**config.mk**
```make
export PLATFORM = sky130hd
export DESIGN_NAME = humidity_temp_compensation_factor
export DESIGN_NICKNAME = d
export VERILOG_FILES = /design/src/rtl/htcf_pkg.sv /design/src/rtl/humidity_temp_compensation_factor.sv /design/src/rtl/htcf_front.sv /design/src/rtl/htcf_queue.sv /design/src/rtl/htcf_back.sv
export SDC_FILE = /design/constraint.sdc
export NUM_CORES = 2
export LEC_CHECK = 0
export BUFFER_PORTS_ARGS = -buffer_cell sky130_fd_sc_hd__buf_2
export CAP_MARGIN = 40
export CORE_ASPECT_RATIO = 2
export CORE_MARGIN = 3
export CORE_UTILIZATION = 60
export DETAILED_ROUTE_END_ITERATION = 10
export PLACE_DENSITY = 0.8
export SYNTH_ARGS = -nofsm -noshare
export SYNTH_HDL_FRONTEND = slang
export SYNTH_SLANG_ARGS = --single-unit
```
**constraint.sdc**
```tcl
create_clock -name clk_i -period 23.1 [get_ports clk_i]
set_input_delay 4.62 -clock clk_i [delete_from_list [all_inputs] [get_ports clk_i]]
set_output_delay 4.62 -clock clk_i [all_outputs]
set_load 0.02 [all_outputs]
```
**src/rtl/htcf_pkg.sv**
```systemverilog
`timescale 1ns / 1ps

package htcf_pkg;

  // default fractional widths of the result and of the interpolation weights
  localparam int unsigned FactorFracBitsDef = 14;
  localparam int unsigned WeightFracBitsDef = 12;

  // field widths
  localparam int unsigned HumW    = 10;
  localparam int unsigned TempW   = 11;
  localparam int unsigned FactorW = 16;
  localparam int unsigned RegionW = 2;
  localparam int unsigned ValW    = 8;
  localparam int unsigned OffxW   = 8;
  localparam int unsigned OffyW   = 7;

  // queue between classifier and datapath
  localparam int unsigned QueueDepth = 4;
  localparam int unsigned QueuePtrW  = 2;

  // spans of the interpolation cells
  localparam int unsigned HumSpanLo = 250;
  localparam int unsigned HumSpanHi = 200;
  localparam int unsigned TempStep  = 100;

  // humidity breakpoints, tenths of a percent
  localparam logic [HumW-1:0] HumLo  = 10'd400;
  localparam logic [HumW-1:0] HumMid = 10'd650;
  localparam logic [HumW-1:0] HumHi  = 10'd850;

  // temperature breakpoints, tenths of a degree
  localparam logic signed [TempW-1:0] TempCold = -11'sd100;
  localparam logic signed [TempW-1:0] TempZero = 11'sd0;
  localparam logic signed [TempW-1:0] TempLo   = 11'sd100;
  localparam logic signed [TempW-1:0] Temp200  = 11'sd200;
  localparam logic signed [TempW-1:0] Temp300  = 11'sd300;
  localparam logic signed [TempW-1:0] Temp400  = 11'sd400;
  localparam logic signed [TempW-1:0] TempHi   = 11'sd500;

  // fixed factors in hundredths
  localparam logic [ValW-1:0] ValFreeze = 8'd235;
  localparam logic [ValW-1:0] ValCool   = 8'd160;
  localparam logic [ValW-1:0] ValOne    = 8'd100;

  // table columns used outside the humidity range
  localparam logic [1:0] ColLow  = 2'd0;
  localparam logic [1:0] ColHigh = 2'd2;

  typedef enum logic [RegionW-1:0] {
    RegInterp  = 2'd0,
    RegAbove   = 2'd1,
    RegBelow   = 2'd2,
    RegDefault = 2'd3
  } region_e;

  // classified item handed from the front to the datapath
  typedef struct packed {
    logic             interp;
    region_e          region;
    logic [1:0]       row;
    logic             col;
    logic [OffxW-1:0] offx;
    logic [OffyW-1:0] offy;
    logic [ValW-1:0]  val;
  } item_t;

  // compensation table in hundredths, rows 10..50 C, columns 40/65/85 %
  function automatic logic [ValW-1:0] comp_value(input logic [2:0] row,
                                                  input logic [1:0] col);
    logic [ValW-1:0] v;
    case ({row, col})
      5'b000_00: v = 8'd161;
      5'b000_01: v = 8'd142;
      5'b000_10: v = 8'd125;
      5'b001_00: v = 8'd130;
      5'b001_01: v = 8'd100;
      5'b001_10: v = 8'd93;
      5'b010_00: v = 8'd99;
      5'b010_01: v = 8'd80;
      5'b010_10: v = 8'd70;
      5'b011_00: v = 8'd78;
      5'b011_01: v = 8'd61;
      5'b011_10: v = 8'd54;
      5'b100_00: v = 8'd64;
      5'b100_01: v = 8'd45;
      5'b100_10: v = 8'd43;
      default:   v = '0;
    endcase
    return v;
  endfunction

endpackage

```
**src/rtl/humidity_temp_compensation_factor.sv**
```systemverilog
`timescale 1ns / 1ps

// Gas-sensor compensation factor from humidity (tenths of a percent) and
// temperature (tenths of a degree C, two's complement).
// Input channel: in_valid_i / in_stall_o with humidity_i and temperature_i;
// an item is taken at a clock edge with in_valid_i high and in_stall_o low.
// Output channel: out_valid_o / out_stall_i with factor_o (unsigned Q2.14 by
// default) and region_o (interpolated, above, below, default unity).
// Throughput: one item per cycle while out_stall_i is low, with no
// dependence between items. A taken item passes from the classifier through
// the four-entry queue and the six-stage datapath (weight lookup, two blend
// multiplies, rescale, reciprocal multiply by 1/25, remainder correction
// into the output register).
// When out_stall_i is held the result stays on the output, the datapath
// fills, then the queue fills, and in_stall_o rises once the queue is full.
// Reset empties the queue and clears all stage valid bits; no table needs
// loading, so items are taken from the first cycle after reset.
module humidity_temp_compensation_factor #(
  parameter int unsigned FACTOR_FRAC_BITS = htcf_pkg::FactorFracBitsDef,
  parameter int unsigned WEIGHT_FRAC_BITS = htcf_pkg::WeightFracBitsDef
) (
  input  logic                              clk_i,
  input  logic                              rst_ni,
  input  logic                              in_valid_i,
  output logic                              in_stall_o,
  input  logic [htcf_pkg::HumW-1:0]         humidity_i,
  input  logic signed [htcf_pkg::TempW-1:0] temperature_i,
  output logic                              out_valid_o,
  input  logic                              out_stall_i,
  output logic [htcf_pkg::FactorW-1:0]      factor_o,
  output logic [htcf_pkg::RegionW-1:0]      region_o
);
  import htcf_pkg::*;

  item_t front_item;
  item_t queue_item;
  logic  queue_full;
  logic  queue_valid;
  logic  queue_pop;
  logic  push;

  // classify the incoming item
  htcf_front u_front (
    .humidity_i    (humidity_i),
    .temperature_i (temperature_i),
    .item_o        (front_item)
  );

  assign push       = in_valid_i && !queue_full;
  assign in_stall_o = queue_full;

  // decouple classifier from datapath
  htcf_queue u_queue (
    .clk_i       (clk_i),
    .rst_ni      (rst_ni),
    .push_i      (push),
    .push_item_i (front_item),
    .full_o      (queue_full),
    .pop_valid_o (queue_valid),
    .pop_item_o  (queue_item),
    .pop_i       (queue_pop)
  );

  // interpolation and scaling datapath
  htcf_back #(
    .FACTOR_FRAC_BITS (FACTOR_FRAC_BITS),
    .WEIGHT_FRAC_BITS (WEIGHT_FRAC_BITS)
  ) u_back (
    .clk_i       (clk_i),
    .rst_ni      (rst_ni),
    .in_valid_i  (queue_valid),
    .item_i      (queue_item),
    .pop_o       (queue_pop),
    .out_valid_o (out_valid_o),
    .out_stall_i (out_stall_i),
    .factor_o    (factor_o),
    .region_o    (region_o)
  );

endmodule

```
**src/rtl/htcf_front.sv**
```systemverilog
`timescale 1ns / 1ps

module htcf_front (
  input  logic [htcf_pkg::HumW-1:0]         humidity_i,
  input  logic signed [htcf_pkg::TempW-1:0] temperature_i,
  output htcf_pkg::item_t                   item_o
);
  import htcf_pkg::*;

  logic       hum_in;
  logic       temp_in;
  logic       hum_above;
  logic [8:0] temp_off;
  logic [1:0] irow;
  logic [2:0] frow;

  // range checks and band selection
  always_comb begin
    hum_in    = (humidity_i >= HumLo) && (humidity_i <= HumHi);
    temp_in   = (temperature_i >= TempLo) && (temperature_i <= TempHi);
    hum_above = humidity_i > HumHi;
    temp_off  = 9'(temperature_i - TempLo);

    // interpolation row, top band keeps the upper breakpoint
    if (temperature_i >= Temp400)      irow = 2'd3;
    else if (temperature_i >= Temp300) irow = 2'd2;
    else if (temperature_i >= Temp200) irow = 2'd1;
    else                               irow = 2'd0;

    // table row at or below the temperature, outside the humidity range
    if (temperature_i >= TempHi)       frow = 3'd4;
    else if (temperature_i >= Temp400) frow = 3'd3;
    else if (temperature_i >= Temp300) frow = 3'd2;
    else if (temperature_i >= Temp200) frow = 3'd1;
    else                               frow = 3'd0;
  end

  // build the classified item
  always_comb begin
    item_o        = '0;
    item_o.interp = 1'b0;
    item_o.region = RegDefault;
    item_o.val    = ValOne;
    item_o.row    = irow;
    item_o.col    = humidity_i >= HumMid;
    item_o.offx   = item_o.col ? OffxW'(humidity_i - HumMid) : OffxW'(humidity_i - HumLo);
    item_o.offy   = OffyW'(temp_off - 9'(TempStep * irow));
    if (hum_in) begin
      if (temp_in) begin
        item_o.interp = 1'b1;
        item_o.region = RegInterp;
      end
    end else if (temperature_i >= TempCold) begin
      item_o.region = hum_above ? RegAbove : RegBelow;
      if (temperature_i <= TempZero) begin
        item_o.val = ValFreeze;
      end else if (temperature_i < TempLo) begin
        item_o.val = ValCool;
      end else begin
        item_o.val = comp_value(frow, hum_above ? ColHigh : ColLow);
      end
    end
  end

endmodule

```
**src/rtl/htcf_queue.sv**
```systemverilog
`timescale 1ns / 1ps

module htcf_queue (
  input  logic            clk_i,
  input  logic            rst_ni,
  input  logic            push_i,
  input  htcf_pkg::item_t push_item_i,
  output logic            full_o,
  output logic            pop_valid_o,
  output htcf_pkg::item_t pop_item_o,
  input  logic            pop_i
);
  import htcf_pkg::*;

  localparam int unsigned CntW = QueuePtrW + 1;

  item_t                entry_q [QueueDepth];
  logic [QueuePtrW-1:0] wr_ptr_q;
  logic [QueuePtrW-1:0] rd_ptr_q;
  logic [CntW-1:0]      count_q;

  assign full_o      = count_q == CntW'(QueueDepth);
  assign pop_valid_o = count_q != '0;
  assign pop_item_o  = entry_q[rd_ptr_q];

  // pointers and fill level
  always_ff @(posedge clk_i or negedge rst_ni) begin
    if (!rst_ni) begin
      wr_ptr_q <= '0;
      rd_ptr_q <= '0;
      count_q  <= '0;
    end else begin
      if (push_i) wr_ptr_q <= wr_ptr_q + 1'b1;
      if (pop_i)  rd_ptr_q <= rd_ptr_q + 1'b1;
      count_q <= count_q + CntW'(push_i) - CntW'(pop_i);
    end
  end

  // item storage
  always_ff @(posedge clk_i) begin
    if (push_i) begin
      entry_q[wr_ptr_q] <= push_item_i;
    end
  end

  a_count_track: assert property (@(posedge clk_i) disable iff (!rst_ni)
    $past(rst_ni) |-> count_q == $past(count_q) + CntW'($past(push_i)) - CntW'($past(pop_i)))
    else $error("queue fill level out of step with push and pop");

  a_count_bound: assert property (@(posedge clk_i) disable iff (!rst_ni)
    count_q <= CntW'(QueueDepth))
    else $error("queue fill level beyond depth");

  a_empty_ptrs: assert property (@(posedge clk_i) disable iff (!rst_ni)
    count_q == '0 |-> wr_ptr_q == rd_ptr_q)
    else $error("empty queue with pointers apart");

endmodule

```
**src/rtl/htcf_back.sv**
```systemverilog
`timescale 1ns / 1ps

module htcf_back #(
  parameter int unsigned FACTOR_FRAC_BITS = htcf_pkg::FactorFracBitsDef,
  parameter int unsigned WEIGHT_FRAC_BITS = htcf_pkg::WeightFracBitsDef
) (
  input  logic                           clk_i,
  input  logic                           rst_ni,
  input  logic                           in_valid_i,
  input  htcf_pkg::item_t                item_i,
  output logic                           pop_o,
  output logic                           out_valid_o,
  input  logic                           out_stall_i,
  output logic [htcf_pkg::FactorW-1:0]   factor_o,
  output logic [htcf_pkg::RegionW-1:0]   region_o
);
  import htcf_pkg::*;

  localparam int unsigned W          = WEIGHT_FRAC_BITS;
  localparam int unsigned F          = FACTOR_FRAC_BITS;
  localparam int unsigned XW         = W + 10;
  localparam int unsigned SFW        = 2 * W + 11;
  localparam int unsigned SW         = 2 * W + 8;
  localparam int unsigned PW         = F + 8;
  localparam int unsigned QW         = F + 6;
  localparam int unsigned MW         = QW - 4;
  localparam int unsigned PRW        = QW + MW;
  localparam int unsigned NumStages  = 6;
  localparam int unsigned DivAfterShift = 25;
  localparam int unsigned HalfHundred   = 50;
  localparam int unsigned RecipDiv   = (1 << QW) / DivAfterShift;
  localparam int unsigned OffxDepth  = 1 << OffxW;
  localparam int unsigned OffyDepth  = 1 << OffyW;
  localparam logic [FactorW-1:0] FactorMax   = '1;
  localparam logic [FactorW-1:0] UnityFactor = (F >= FactorW) ? FactorMax : FactorW'(1 << F);

  // weight tables: round-half-up offset / span in Q1.W
  logic [W:0] wx_lo_tab [OffxDepth];
  logic [W:0] wx_hi_tab [OffxDepth];
  logic [W:0] wy_tab    [OffyDepth];

  for (genvar i = 0; i < OffxDepth; i++) begin : g_wx
    localparam int unsigned WxLo = ((i << W) + HumSpanLo / 2) / HumSpanLo;
    localparam int unsigned WxHi = ((i << W) + HumSpanHi / 2) / HumSpanHi;
    assign wx_lo_tab[i] = WxLo[W:0];
    assign wx_hi_tab[i] = WxHi[W:0];
  end

  for (genvar i = 0; i < OffyDepth; i++) begin : g_wy
    localparam int unsigned Wy = ((i << W) + TempStep / 2) / TempStep;
    assign wy_tab[i] = Wy[W:0];
  end

  // stage valid bits and backpressure
  logic [NumStages:1] vld_q;
  logic [NumStages:1] rdy;

  always_comb begin
    rdy[NumStages] = !vld_q[NumStages] || !out_stall_i;
    for (int k = NumStages - 1; k >= 1; k--) begin
      rdy[k] = !vld_q[k] || rdy[k+1];
    end
  end

  assign pop_o = in_valid_i && rdy[1];

  always_ff @(posedge clk_i or negedge rst_ni) begin
    if (!rst_ni) begin
      vld_q <= '0;
    end else begin
      if (rdy[1]) vld_q[1] <= in_valid_i;
      for (int k = 2; k <= NumStages; k++) begin
        if (rdy[k]) vld_q[k] <= vld_q[k-1];
      end
    end
  end

  // stage 1: weights and cell corners
  logic [W:0]      s1_wx_q, s1_wy_q;
  logic [ValW-1:0] s1_ca_q, s1_cb_q, s1_cc_q, s1_cd_q, s1_val_q;
  logic            s1_interp_q;
  region_e         s1_region_q;
  logic [2:0]      row_lo, row_hi;
  logic [1:0]      col_lo, col_hi;

  always_comb begin
    row_lo = {1'b0, item_i.row};
    row_hi = row_lo + 3'd1;
    col_lo = {1'b0, item_i.col};
    col_hi = col_lo + 2'd1;
  end

  always_ff @(posedge clk_i) begin
    if (rdy[1]) begin
      s1_wx_q     <= item_i.col ? wx_hi_tab[item_i.offx] : wx_lo_tab[item_i.offx];
      s1_wy_q     <= wy_tab[item_i.offy];
      s1_ca_q     <= comp_value(row_lo, col_lo);
      s1_cb_q     <= comp_value(row_lo, col_hi);
      s1_cc_q     <= comp_value(row_hi, col_lo);
      s1_cd_q     <= comp_value(row_hi, col_hi);
      s1_val_q    <= item_i.val;
      s1_interp_q <= item_i.interp;
      s1_region_q <= item_i.region;
    end
  end

  // stage 2: blend along humidity for both rows
  logic signed [XW-1:0] s2_x1_q, s2_x2_q;
  logic [W:0]           s2_wy_q;
  logic [ValW-1:0]      s2_val_q;
  logic                 s2_interp_q;
  region_e              s2_region_q;
  logic signed [8:0]    d_ab, d_cd;
  logic signed [W+1:0]  wx_s;
  logic signed [XW-1:0] x1_d, x2_d;

  always_comb begin
    d_ab = $signed({1'b0, s1_cb_q}) - $signed({1'b0, s1_ca_q});
    d_cd = $signed({1'b0, s1_cd_q}) - $signed({1'b0, s1_cc_q});
    wx_s = $signed({1'b0, s1_wx_q});
    x1_d = (XW'($signed({1'b0, s1_ca_q})) <<< W) + XW'(d_ab) * XW'(wx_s);
    x2_d = (XW'($signed({1'b0, s1_cc_q})) <<< W) + XW'(d_cd) * XW'(wx_s);
  end

  always_ff @(posedge clk_i) begin
    if (rdy[2]) begin
      s2_x1_q     <= x1_d;
      s2_x2_q     <= x2_d;
      s2_wy_q     <= s1_wy_q;
      s2_val_q    <= s1_val_q;
      s2_interp_q <= s1_interp_q;
      s2_region_q <= s1_region_q;
    end
  end

  // stage 3: blend along temperature, fixed values aligned to the same scale
  logic [SW-1:0]         s3_sum_q;
  region_e               s3_region_q;
  logic signed [XW-1:0]  dx;
  logic signed [W+1:0]   wy_s;
  logic signed [SFW-1:0] sum_full;

  always_comb begin
    dx       = s2_x2_q - s2_x1_q;
    wy_s     = $signed({1'b0, s2_wy_q});
    sum_full = (SFW'(s2_x1_q) <<< W) + SFW'(dx) * SFW'(wy_s);
  end

  always_ff @(posedge clk_i) begin
    if (rdy[3]) begin
      s3_sum_q    <= s2_interp_q ? sum_full[SW-1:0] : {s2_val_q, {(2 * W){1'b0}}};
      s3_region_q <= s2_region_q;
    end
  end

  // stage 4: rescale to Q.F, add half of the hundred, drop two bits of the divisor
  logic [QW-1:0]   s4_q_q;
  region_e         s4_region_q;
  logic [SW+F-1:0] widened;
  logic [PW-1:0]   scaled;

  always_comb begin
    widened = {s3_sum_q, {F{1'b0}}};
    scaled  = widened[SW+F-1 -: PW] + PW'(HalfHundred);
  end

  always_ff @(posedge clk_i) begin
    if (rdy[4]) begin
      s4_q_q      <= scaled[PW-1:2];
      s4_region_q <= s3_region_q;
    end
  end

  // stage 5: reciprocal multiply, quotient estimate low by at most one
  logic [MW-1:0]  s5_q0_q;
  logic [QW-1:0]  s5_num_q;
  region_e        s5_region_q;
  logic [PRW-1:0] recip_prod;

  assign recip_prod = PRW'(s4_q_q) * PRW'(RecipDiv);

  always_ff @(posedge clk_i) begin
    if (rdy[5]) begin
      s5_q0_q     <= recip_prod[PRW-1 -: MW];
      s5_num_q    <= s4_q_q;
      s5_region_q <= s4_region_q;
    end
  end

  // stage 6: remainder correction and saturation into the output register
  logic [FactorW-1:0] s6_factor_q;
  region_e            s6_region_q;
  logic [QW-1:0]      q0_x25;
  logic [QW-1:0]      rem;
  logic [MW:0]        quot;
  logic [FactorW-1:0] factor_d;

  always_comb begin
    q0_x25   = (QW'(s5_q0_q) << 4) + (QW'(s5_q0_q) << 3) + QW'(s5_q0_q);
    rem      = s5_num_q - q0_x25;
    quot     = (MW+1)'(s5_q0_q) + (MW+1)'(rem >= QW'(DivAfterShift));
    factor_d = (32'(quot) > 32'(FactorMax)) ? FactorMax : FactorW'(quot);
  end

  always_ff @(posedge clk_i) begin
    if (rdy[6]) begin
      s6_factor_q <= factor_d;
      s6_region_q <= s5_region_q;
    end
  end

  assign out_valid_o = vld_q[NumStages];
  assign factor_o    = s6_factor_q;
  assign region_o    = s6_region_q;

  a_rem_range: assert property (@(posedge clk_i) disable iff (!rst_ni)
    vld_q[5] |-> rem < QW'(2 * DivAfterShift))
    else $error("reciprocal estimate off by more than one");

  a_default_unity: assert property (@(posedge clk_i) disable iff (!rst_ni)
    vld_q[NumStages] && s6_region_q == RegDefault |-> s6_factor_q == UnityFactor)
    else $error("default region without unity factor");

endmodule

```
==> impl_summary.txt <==
----------------------------------------------------
[Clock network]
  CTS resizes ... 0
  Number of clock sinks ... ~370
  Number of buffers inserted for hold repair after clock tree synthesis ... 0
  Longest Clk Path Bufs ... 3
  Htree depth ... 2
  Clock transition at the registers of the reported paths ... 0.06 ns
  Clock tree from TritonCTS ... done
  Clk Tree Root Cell ... clkbuf_16
  Latest clock arrival within the worst-skew pair ... between 0.5 and 0.6 ns
  Number of clock buffers inserted by TritonCTS ... 36
  Buffers inserted during post-CTS setup optimization ... 0

[Placed design]
  Dpl hpwl ... 100 mm
  Routability cong. ... 1.01
  Number of input and output port buffers inserted ... 44
  Area after DPL ... 49100 um^2

[Logic synthesis]
  Mapped Avg Cell Area ... 9.64 um^2
  Post-synthesis cell type with the largest combined area ... fa_1
  Instance count of the mapped netlist ... 4974
  Synth top area share ... about 25%
  Unique masters post-synth ... 86
  Yosys warnings ... 0
  Mapped Nets ... between 6000 and 7000
  Synth area leaders ... fa_1 25%, edfxtp_1 22%, ha_1 13%
  Share of the yosys chip area belonging to registers ... 22.9%
  Commonest register cell after synthesis ... edfxtp_1
  Combined area of all synthesized cells ... around 48000 um^2
  Number of storage elements in the synthesis netlist ... around 370
  FFs w/ async S/R, synth ... 3.54%
  Number of flops mapped to enable cells by yosys ... 354

[Worst setup path]
  Critical path start-end classification ... reg -> reg
  Critical Path AT ... just under 10 ns
  Number of cells on the worst reg-to-reg path ... 31
  Most Frequent Cell on Critical Path ... fa_1
  Top fanout value on the critical path ... 10
  Type of destination of the critical path ... register
  Peak per-stage delay on the critical path ... 0.58 ns
  Worst endpoint required time ... 23.42 ns
  Max stage delay cell, worst path ... xnor2_1
  Type of origin of the critical path ... register

[Route]
  Average vias per placed instance ... around 6.3
  Post-detailed-route DRC marker count ... 0
  Number of violations reported at the end of detailed-routing iteration 0 ... roughly 2600
  Iteration count of the initial detailed-routing pass ... 5
  Routed wire per std cell ... 21.7 um
  Sum of routed wire length over all layers ... 129 mm
  Post-detailed-route count of antenna-violating nets ... 0
  Vias after detailed routing ... 37500

[STA]
  Final critical-path required period ... 9.58 ns
  Maximum clock frequency ... 104 MHz
  Final period utilization ... about two fifths
  Unrepaired setup endpoints after global routing ... no
  Hold violation total from the final report ... 0
  Number of max-slew violations in the final report ... 0
  Setup TNS after final layout ... 0 ns
  Layout Skew ... 0.0146 ns
  Actual slew at the worst max-slew pin ... 0.983 ns
  Setup-failing EPs final ... 0
  Headroom to the max-slew limit ... between 30% and 40%

[Floorplan]
  Width of the chip ... 206 um
  Area of the die ... 83500 um^2
  Die Ht ... 406 um
  Rows ... 146
  Starting density of the core ... 60.5%
  Count of pins on the block boundary ... 45
  Area inside the core boundary ... 79300 um^2

[Global routing]
  Total global routing track utilization ... 31.6%
  Global-route wire length before repair ... 205 mm
  Largest net degree at the start of global routing ... 71
  Number of antenna violations at the first check in global routing ... 1
  Global-route congestion overflow total ... 0
  Via count of the first global-routing pass ... between 30000 and 40000

[Min path]
  Worst hold path stage count ... 0
  Type of the worst min-delay path ... reg -> reg

[Flow run]
  Max Cap Viol ... 0

[Outcome]
  Outcome ... finished, final reports clean

[Finish]
  Fraction of final layout cells sized beyond drive strength 1 ... 5.42%
  Filler Cells Inserted ... 6364
  Growth of design area from synthesis to finish ... 4.97%
  Cell area after layout ... 50300 um^2
  Leading cell types in the layout, fill and taps excluded ... 809 x inv_1, 600 x fa_1, 483 x ha_1
  Net count of the finished layout ... 5993
  Most common cell after layout, fill and taps aside ... inv_1

----------------------------------------------------
[critical path, delay by kind of cell (launching register included)]
family | cells | cell delay, ns
XOR/XNOR | 2 | 0.73
adder cells (fa/ha/maj) | 8 | 3.67
flip-flops | 1 | 0.46
AND/OR/NAND/NOR | 5 | 1.20
multiplexers | 1 | 0.26
buffers and inverters | 5 | 0.48
AO/OA/AOI/OAI | 10 | 2.53
[flip-flops by register name, indices dropped and copies added (netlist names), 6 cells and up]
| name | count |
|---|---|
| u_back.s2_x2_q | 22 |
| u_back.s1_cc_q | 8 |
| u_back.vld_q | 6 |
| u_back.s2_wy_q | 13 |
| u_back.s1_cd_q | 8 |
| u_back.s1_cb_q | 8 |
| u_back.s2_x1_q | 22 |
| u_back.s4_q_q | 20 |
| u_back.s1_wx_q | 13 |
| u_back.s1_wy_q | 13 |
| u_back.s5_num_q | 20 |
| u_back.s2_val_q | 8 |
| u_back.s5_q0_q | 16 |
| u_back.s3_sum_q | 21 |
| u_back.s1_ca_q | 8 |
| u_queue.entry_q | 116 |
| u_back.s1_val_q | 8 |
| u_back.factor_o | 16 |
[Yosys cell counts, types with 15 or more instances]
master,number
mux2_2,17
a221oi_1,19
o31ai_1,17
o22ai_1,30
nor3_1,54
o211ai_1,66
a211oi_1,49
nor2b_1,39
a211o_1,15
nand2_1,467
o21a_1,19
and2_1,236
edfxtp_1,354
nand2b_1,78
xor2_1,45
nor2_1,228
mux4_2,24
inv_1,810
nand3_1,64
a311oi_1,25
a21o_1,41
xnor2_1,131
nand4_1,19
buf_2,63
fa_1,600
ha_1,483
mux2i_1,35
o311ai_0,23
a21oi_1,255
a31oi_1,41
o21bai_1,22
clkbuf_1,171
o21ai_0,202
and3_1,35
[final cells by class]
| cell class | instances | area, um^2 | area share (%) |
|---|---|---|---|
| diodes | 4 | 10.0 | 0.0199 |
| inverters | 812 | 3050 | 6.06 |
| flip-flops and latches | 367 | 11000 | 21.8 |
| clock inverters | 25 | 260 | 0.517 |
| multi-input cells | 3539 | 32900 | 65.4 |
| well taps | 1036 | 1300 | 2.58 |
| repair buffers | 129 | 921 | 1.83 |
| clock buffers | 39 | 912 | 1.81 |
[cell families after synthesis]
kind of cell,Yosys count,share of synthesized area (%)
simple gates,1276,12.8
fa+ha+maj,1083,37.7
buf+inv,1068,8.60
compound gates,926,12.5
flops,367,22.9
xor+xnor,177,3.26
mux,77,2.29
[final timing paths]
kind	startpoint	to	slack, ns
max	u_back.s2_x1_q[5]	u_back.s3_sum_q[28]	13.52
min	u_back.s1_wy_q[10]	u_back.s2_wy_q[10]	0.42
max reg2reg	u_back.s2_x1_q[5]	u_back.s3_sum_q[28]	13.52
min reg2reg	u_back.s1_wy_q[10]	u_back.s2_wy_q[10]	0.42
max in group asynchronous	rst_ni	u_queue.rd_ptr_q[0]	18.91
min in group asynchronous	rst_ni	u_back.vld_q[2]	3.93
[stage by stage]
stage	utilization, %	std cells	hold WS (ns)	setup WS [ns]
2_1_floorplan	-	4974	0.400	14.63
3_3_place_gp	61.7	5861	0.401	13.84
3_5_place_dp	61.9	5879	0.405	13.71
4_1_cts	63.4	5943	0.419	13.63
5_1_grt	63.5	5947	0.425	12.98
6_report	63.5	5951	0.418	13.52
[routing by layer]
metal | track usage, % | vias to the layer above | part of all wire [%]
li1 | - | 16400 | -
met1 | 28.7 | 18400 | 29
met2 | 58.7 | 1805 | 53
met3 | 5.13 | 857 | 5.8
met4 | 28.4 | 0 | 12
met5 | 0 | - | 0
Power is not shown: default switching activity piles up to over one toggle a cycle in this logic, so the estimate is an artifact.
